[src/rtl/ict_pkg.sv]
// ----------------------------------------------------------------------------
// Interval cluster table package
// Types, register codes and constants shared by the cell chain and the top
// level.
// ----------------------------------------------------------------------------
package ict_pkg;

   localparam int TABLE_DEPTH_DEFAULT = 16;

   localparam int VALUE_W    = 12;
   localparam int FACTOR_W   = 9;
   localparam int FRAC_W     = 8;
   localparam int PROD_W     = FACTOR_W + VALUE_W;
   localparam int SLOT_MAX_W = 8;
   localparam int USED_MAX_W = 9;

   localparam int ADDR_W    = 4;
   localparam int DATA_W    = 32;
   localparam int REG_IDX_W = 2;

   localparam logic [VALUE_W-1:0]  COUNT_MAX         = 12'hFFF;
   localparam logic [FACTOR_W-1:0] LOW_FACTOR_RESET  = 9'd230;
   localparam logic [FACTOR_W-1:0] HIGH_FACTOR_RESET = 9'd282;
   localparam logic [VALUE_W-1:0]  MAX_GAP_RESET     = 12'd100;

   localparam logic [REG_IDX_W-1:0] REG_LOW_FACTOR  = 2'd0;
   localparam logic [REG_IDX_W-1:0] REG_HIGH_FACTOR = 2'd1;
   localparam logic [REG_IDX_W-1:0] REG_MAX_GAP     = 2'd2;

   typedef enum logic [1:0] {
      OUTCOME_COUNTED = 2'd0,
      OUTCOME_NEW     = 2'd1,
      OUTCOME_DROPPED = 2'd2
   } outcome_type;

   typedef struct packed {
      logic [FACTOR_W-1:0] low_factor;
      logic [FACTOR_W-1:0] high_factor;
      logic [VALUE_W-1:0]  max_gap;
   } cfg_type;

   // What travels down the chain: a request still searching, or its result.
   typedef struct packed {
      logic                  valid;
      logic                  done;
      outcome_type           outcome;
      logic [SLOT_MAX_W-1:0] slot;
      logic [VALUE_W-1:0]    value;
      logic [VALUE_W-1:0]    span_low;
      logic [VALUE_W-1:0]    span_high;
      logic [VALUE_W-1:0]    hits;
   } token_type;

   typedef struct packed {
      outcome_type           outcome;
      logic [SLOT_MAX_W-1:0] slot;
      logic [VALUE_W-1:0]    span_low;
      logic [VALUE_W-1:0]    span_high;
      logic [VALUE_W-1:0]    hits;
      logic [USED_MAX_W-1:0] used;
   } result_type;

endpackage

[src/rtl/ict_cell.sv]
// ----------------------------------------------------------------------------
// Interval cluster table cell
// Holds one interval and tests the passing request against it, counting it
// here, widening the interval, or opening the interval when this is the
// first free entry.
// ----------------------------------------------------------------------------
module ict_cell #(
   parameter int TABLE_DEPTH = ict_pkg::TABLE_DEPTH_DEFAULT,
   parameter int CELL_INDEX  = 0
) (
   input  logic                             clock,
   input  logic                             reset,
   input  ict_pkg::cfg_type                 cfg,
   input  logic [$clog2(TABLE_DEPTH+1)-1:0] fill,
   input  ict_pkg::token_type               up_tok,
   output ict_pkg::token_type               down_tok
);

   localparam int FILL_W = $clog2(TABLE_DEPTH + 1);
   localparam logic [FILL_W-1:0] CellPos = FILL_W'(CELL_INDEX);
   localparam logic [ict_pkg::SLOT_MAX_W-1:0] CellSlot = ict_pkg::SLOT_MAX_W'(CELL_INDEX);

   logic [ict_pkg::VALUE_W-1:0] low_ff, low_in;
   logic [ict_pkg::VALUE_W-1:0] high_ff, high_in;
   logic [ict_pkg::VALUE_W-1:0] count_ff, count_in;
   ict_pkg::token_type          tok_ff, tok_in;

   logic [ict_pkg::PROD_W-1:0] scaled;
   logic [ict_pkg::PROD_W-1:0] low_bound;
   logic [ict_pkg::PROD_W-1:0] high_bound;
   logic                       fits;

   assign scaled     = ict_pkg::PROD_W'({up_tok.value, {ict_pkg::FRAC_W{1'b0}}});
   assign low_bound  = ict_pkg::PROD_W'(cfg.low_factor) * ict_pkg::PROD_W'(low_ff);
   assign high_bound = ict_pkg::PROD_W'(cfg.high_factor) * ict_pkg::PROD_W'(high_ff);
   assign fits       = (scaled > low_bound) && (scaled <= high_bound);

   always_comb begin
      logic                        take;
      logic [ict_pkg::VALUE_W-1:0] new_low;
      logic [ict_pkg::VALUE_W-1:0] new_high;
      logic [ict_pkg::VALUE_W-1:0] new_count;
      take      = 1'b0;
      new_low   = low_ff;
      new_high  = high_ff;
      new_count = (count_ff < ict_pkg::COUNT_MAX) ? count_ff + 1'b1 : count_ff;
      low_in    = low_ff;
      high_in   = high_ff;
      count_in  = count_ff;
      tok_in    = up_tok;
      if (up_tok.valid && !up_tok.done) begin
         if (CellPos < fill) begin
            if (fits) begin
               if (up_tok.value <= low_ff) begin
                  if ((high_ff - up_tok.value) <= cfg.max_gap) begin
                     new_low = up_tok.value;
                     take    = 1'b1;
                  end
               end else if (up_tok.value > high_ff) begin
                  if ((up_tok.value - low_ff) <= cfg.max_gap) begin
                     new_high = up_tok.value;
                     take     = 1'b1;
                  end
               end else begin
                  take = 1'b1;
               end
            end
            if (take) begin
               low_in           = new_low;
               high_in          = new_high;
               count_in         = new_count;
               tok_in.done      = 1'b1;
               tok_in.outcome   = ict_pkg::OUTCOME_COUNTED;
               tok_in.slot      = CellSlot;
               tok_in.span_low  = new_low;
               tok_in.span_high = new_high;
               tok_in.hits      = new_count;
            end
         end else if (CellPos == fill) begin
            low_in           = up_tok.value;
            high_in          = up_tok.value;
            count_in         = ict_pkg::VALUE_W'(1);
            tok_in.done      = 1'b1;
            tok_in.outcome   = ict_pkg::OUTCOME_NEW;
            tok_in.slot      = CellSlot;
            tok_in.span_low  = up_tok.value;
            tok_in.span_high = up_tok.value;
            tok_in.hits      = ict_pkg::VALUE_W'(1);
         end
      end
   end

   always_ff @(posedge clock) begin
      low_ff   <= low_in;
      high_ff  <= high_in;
      count_ff <= count_in;
      if (reset) begin
         tok_ff <= '0;
      end else begin
         tok_ff <= tok_in;
      end
   end

   assign down_tok = tok_ff;

endmodule

[config.mk]
export PLATFORM = sky130hd
export DESIGN_NAME = ict_cell
export DESIGN_NICKNAME = d
export VERILOG_FILES = /design/src/rtl/ict_pkg.sv /design/src/rtl/ict_cell.sv
export SDC_FILE = /design/constraint.sdc
export NUM_CORES = 1
export LEC_CHECK = 0
export BUFFER_PORTS_ARGS = -buffer_cell sky130_fd_sc_hd__clkbuf_2
export CELL_PAD_IN_SITES_DETAIL_PLACEMENT = 2
export CELL_PAD_IN_SITES_GLOBAL_PLACEMENT = 2
export CORE_MARGIN = 3
export CORE_UTILIZATION = 30
export DETAILED_ROUTE_END_ITERATION = 10
export PLACE_DENSITY_LB_ADDON = 0.1
export SLEW_MARGIN = 20
export SYNTH_ARGS = -nofsm -noshare
export SYNTH_HDL_FRONTEND = slang
export SYNTH_SLANG_ARGS = --single-unit
[constraint.sdc]
create_clock -name clock -period 9.8 [get_ports clock]
set_input_delay 0.49 -clock clock [delete_from_list [all_inputs] [get_ports clock]]
set_output_delay 0.49 -clock clock [all_outputs]
set_load 0.05 [all_outputs]
# Word-level counts from Yosys, hierarchy flattened
# Cells that the tools add are included.
[totals]
out_inout_bits = 60
rom_bits = 0
ram_bits = 0
latch_bits = 0
ff_bits = 96
mem_count = 0
input_bits = 97
word_cells = 62
[op_classes]
n_addsub = 3
n_div = 0
bitwise_logic = 0
muxes = 31
eq_ne = 1
reduce_logical = 6
magnitude_cmp = 8
mul = 2
n_shift = 0
[op_table]
columns = ["operator", "count"]
rows = [
  ["2-to-1 mux 12 bit", 16],
  ["2-to-1 mux 36 bit", 4],
  ["2-to-1 mux 11 bit", 4],
  ["multiplier 9 x 12 -> 21 bit", 2],
  ["less-or-equal comparator 12 bit", 3],
  ["subtractor 12 bit", 2],
  ["greater-than comparator 20 x 21 -> 1 bit", 1],
  ["less-or-equal comparator 20 x 21 -> 1 bit", 1],
  ["adder 12 x 1 -> 12 bit (second input constant)", 1],
  ["greater-than comparator 12 bit", 1],
  ["less-than comparator 12 bit (second input constant)", 1],
  ["2-to-1 mux 1 bit", 7],
  ["logical NOT 5 bit", 1],
  ["less-than comparator 1 x 5 -> 1 bit (first input constant)", 1],
  ["AND reduction 3 bit", 1],
  ["logical AND 1 bit", 2],
  ["inequality test 2 x 1 -> 1 bit (second input constant)", 1],
  ["nonzero test 2 bit", 1],
  ["logical NOT 1 bit", 1],
]

# Longest topological paths before layout
[depth]
word_depth = 11
mapped_depth = 32

# Least setup slack after synthesis
# OpenSTA, ideal clock, no wires.
[synth_path]
path_type = "input to register"
startpoint = "input port cfg[14] (netlist name)"
endpoint = "register count_ff[0] (netlist name), enable pin"
required_time_ns = 9.368
slack_ns = 1.324
t_arrival_ns = 8.044
stages = 28
path_buffers = 1
path_cell_list = "clkbuf_1 > nand2_1 > fa_1 > inv_1 > fa_1 > inv_1 > fa_1 > fa_1 > inv_1 > ha_1 > inv_1 > a21oi_1 > o21ai_0 > a21oi_1 > o21ai_0 > a211oi_1 > or4_1 > a31o_2 > a21oi_1 > xor2_1 > ha_1 > nand3_1 > a2111oi_0 > o2111ai_1 > o21ai_0 > o21ai_2 > o21a_4 > nor2_1"
[synth_via]
elab_chain_len = 8
[synth_lines]
columns = ["element", "line", "source"]
rows = [
  ["from (decl)", "ict_cell.sv:13", "input ict_pkg::cfg_type cfg,"],
  ["multiplier 9 x 12 -> 21 bit", "ict_cell.sv:35", "assign high_bound = ict_pkg::PROD_W'(cfg.high_factor) * ict_pkg::PROD_W'(high_ff);"],
  ["less-or-equal comparator 20 x 21 -> 1 bit", "ict_cell.sv:36", "assign fits = (scaled > low_bound) && (scaled <= high_bound);"],
  ["logical AND 1 bit", "ict_cell.sv:36", ""],
  ["2-to-1 mux 1 bit", "ict_cell.sv:53", "if (fits) begin"],
  ["2-to-1 mux 1 bit", "ict_cell.sv:52", "if (CellPos < fill) begin"],
  ["2-to-1 mux 1 bit", "ict_cell.sv:51", "if (up_tok.valid && !up_tok.done) begin"],
  ["inequality test 2 x 1 -> 1 bit (no line)", "n/a", ""],
  ["AND reduction 3 bit (no line)", "n/a", ""],
  ["to (signal assigned)", "ict_cell.sv:96", "count_ff <= count_in;"],
  ["to (decl)", "ict_cell.sv:25", "logic [ict_pkg::VALUE_W-1:0] count_ff, count_in;"],
]
# No other way between the ends. The select of a mux whose other input is x is not followed.
# A chain may end at the register's enable or synchronous reset.

# Worst setup path in the final report
[layout_path]
startpoint = "register high_ff[4] (netlist name)"
endpoint = "register tok_ff (netlist bit down_tok[29])"
[layout_via]
elab_chain_len = 10
[layout_lines]
columns = ["element", "line", "source"]
rows = [
  ["from (decl)", "ict_cell.sv:24", "logic [ict_pkg::VALUE_W-1:0] high_ff, high_in;"],
  ["from (signal assigned)", "ict_cell.sv:95", "high_ff <= high_in;"],
  ["branches (longest 7 deep; another with multiplier 9 x 12 -> 21 bit)", "n/a", ""],
  ["2-to-1 mux 36 bit (*)", "ict_cell.sv:68", "if (take) begin"],
  ["2-to-1 mux 36 bit (*)", "ict_cell.sv:52", ""],
  ["2-to-1 mux 36 bit (*)", "ict_cell.sv:51", ""],
  ["to (signal assigned)", "ict_cell.sv:100", "tok_ff <= tok_in;"],
  ["to (decl)", "ict_cell.sv:26", "ict_pkg::token_type tok_ff, tok_in;"],
]
# Every way passes the cells marked *. The select of a mux whose other input is x is not followed.

==> results_dict.tcl <==
set metrics [dict create \
    critical_path.top_delay_family "compound AO/OA/AOI/OAI gates" \
    die_w_microns 215 \
    seqCellArea_sq_mm 0.00228 \
    final_area_sq_mm 0.0147 \
    final_nets 2020 \
    synth_seq_area_share_pct 17.5 \
    cts_tree "yes" \
    die_height_microns 215 \
    maxCapViolations 0 \
    layout_commonest_cell "inv_1" \
    synth_seq_cells 96 \
    coreArea_sq_mm 0.0425 \
    drt-vias-per-instance 4.99 \
    syn_inst 1519 \
    worstPathRequired_ps 10090 \
    fin_hold_ws_ps 331 \
    clock-sinks 96 \
    dp_hpwl_microns 37200 \
    crit_slowest_cell "nor3b_2" \
    slowest_delay_ps 960 \
    vias 11012 \
    syn2layout_area_growth_pct 12.3 \
    synth_fp_nets 1915 \
    synth_edf_count 36 \
    firstDrtPassIters 5 \
    cts-buffers-inserted 9 \
    crit_type "reg2reg" \
    grt_usage_pct 19.9 \
    fillCellCount 4838 \
    fmax_mhz 116 \
    placed_cell_area_sq_mm 0.0144 \
    grt_max_degree 34 \
    globalplace.congestion 0.810 \
    die-area_sq_mm 0.0461 \
    start_util_pct 30.7 \
    n_antenna_cell 0 \
    netlist_area_sq_mm 0.0131 \
    ant_nets 0 \
    post-place-ws_ps 1190 \
    slew_viol_final 0 \
    hold_violations 0 \
    grt-ovfl-total 0 \
    routed_wl_microns 45400 \
    finClkSkew_ps 10.8 \
    synth.distinct_cells 65 \
    avgSynthCellArea_sq_um 8.60 \
    routedWlPerCell_microns 20.6 \
    drc 0 \
    cp-end-kind "flip-flop" \
    worst-slew-pin-transition_ps 1050 \
    arrival_ps 8890 \
    antenna_found_initial 0 \
    final_cell_mix "inv_1, and2_1, clkbuf_2" \
    post_cts_resized 0 \
    rows 75 \
    cts_setup_buffers 0 \
    fin_crit_ps 8600 \
    crit_top_cell "a21oi_1" \
    cts_root_buf "clkbuf_16" \
    hold_buffers 0 \
    max_slew_margin_pct 29.9 \
    portBuffers 156 \
    multi_input_area_sq_mm 0.00962 \
    crit_fanout 24 \
    fin_setup_tns_ps 0 \
    start_kind "flip-flop" \
    path_clk_slew_ps 80 \
    ys_async_sr_fraction_pct 0 \
    drive_gt1_share_pct 12.4 \
    ys.flop_type "dfxtp_1" \
    rsz0062_at_grt "no" \
    fin_ws_ps 1200 \
    timing.final.crit_share_pct 87.7 \
    crit_buf_inv 3 \
    grt_pass1_wl_microns 72200 \
    h-tree-depth 3 \
    io_pins 157 \
    insertion_delay_ps 360 \
    drtIter0Drc 364 \
    grt_pass1_vias 12452 \
    hold_path_class "in2reg" \
    status "completed" \
    synth_warnings 0 \
    setup_viol 0 \
    cts_max_path_buffers 2 \
]
## cell usage after synthesis (all sizes together), types with 4 or more instances
cell type  instances  area share (%)
inv              241             6.9
and2             160             7.7
ha               155              15
nand2            148             4.3
fa               144              22
o21ai             73             2.9
a21oi             70             2.7
nor2              63             1.8
clkbuf            61             1.8
dfxtp             60             9.2
edfxtp            36             8.3
nor3              36             1.4
o211ai            30             1.8
xnor2             29             2.1
xor2              21             1.4
a21o              19             1.1
nand4             19            0.91
nand3             18            0.69
a21boi            15            0.86
a221o             14             1.1
nand2b            11            0.53
a211oi             9            0.56
nor2b              9            0.43
and3               8            0.38
buf                8            0.38
o21a               7            0.52
a31oi              4            0.19
nor4               4            0.19
o21bai             4            0.23
## final timing paths
check         startpoint  cells after the start           end  slack, ps
max           high_ff[4]                     28  down_tok[29]       1200
min           up_tok[50]                      2  down_tok[50]        330
max reg2reg   high_ff[4]                     28  down_tok[29]       1200
min reg2reg  count_ff[6]                      3   down_tok[6]        700
## layout make-up
cell class,instances,area share (%)
clock buffers,10,1.56
clock inverters,6,0.529
inverters,241,6.17
multi-input cells,1113,65.6
flip-flops and latches,96,15.6
well taps,577,4.92
repair buffers,163,5.68
## registers in the layout, indices dropped and copies added, names as in the netlist
name	flops
down_tok	60
high_ff	12
count_ff	12
low_ff	12
## worst register-to-register path, delay by kind of cell (launching register included)
kind,cells,cell delay (ps)
and+or+nand+nor,5,2320
xor gates and xnor gates,1,90
buffers and inverters,3,140
DFF,1,690
adders and majority gates,6,2470
AOI/OAI and AO/OA,13,2800
## logic make-up (layout without fill, tap and decap cells)
group,after synthesis,after routing,share of synthesized area [%]
and+or+nand+nor,493,493,19.3
buffers and inverters,310,420,9.07
adders and majority gates,299,299,36.9
AOI/OAI and AO/OA,270,270,13.7
DFF,96,96,17.5
xor gates and xnor gates,50,50,3.50
muxes,1,1,0.0862
## metrics by stage
stage	instances	util, %
6_report	2206	34.5
5_1_grt	2206	34.5
4_1_cts	2206	34.5
3_5_place_dp	2190	33.8
3_3_place_gp	2190	33.8
2_1_floorplan	1519	-
## metal layers
metal | share of wire (%) | vias up | GRT usage [%]
met5 | 0 | - | 0
met4 | 1.9 | 0 | 4.06
met3 | 2.5 | 32 | 2.07
met2 | 50 | 165 | 35.7
met1 | 46 | 5625 | 26.0
li1 | - | 5190 | -
Power is not shown: default switching activity piles up to over one toggle a cycle in this logic, so the estimate is an artifact.
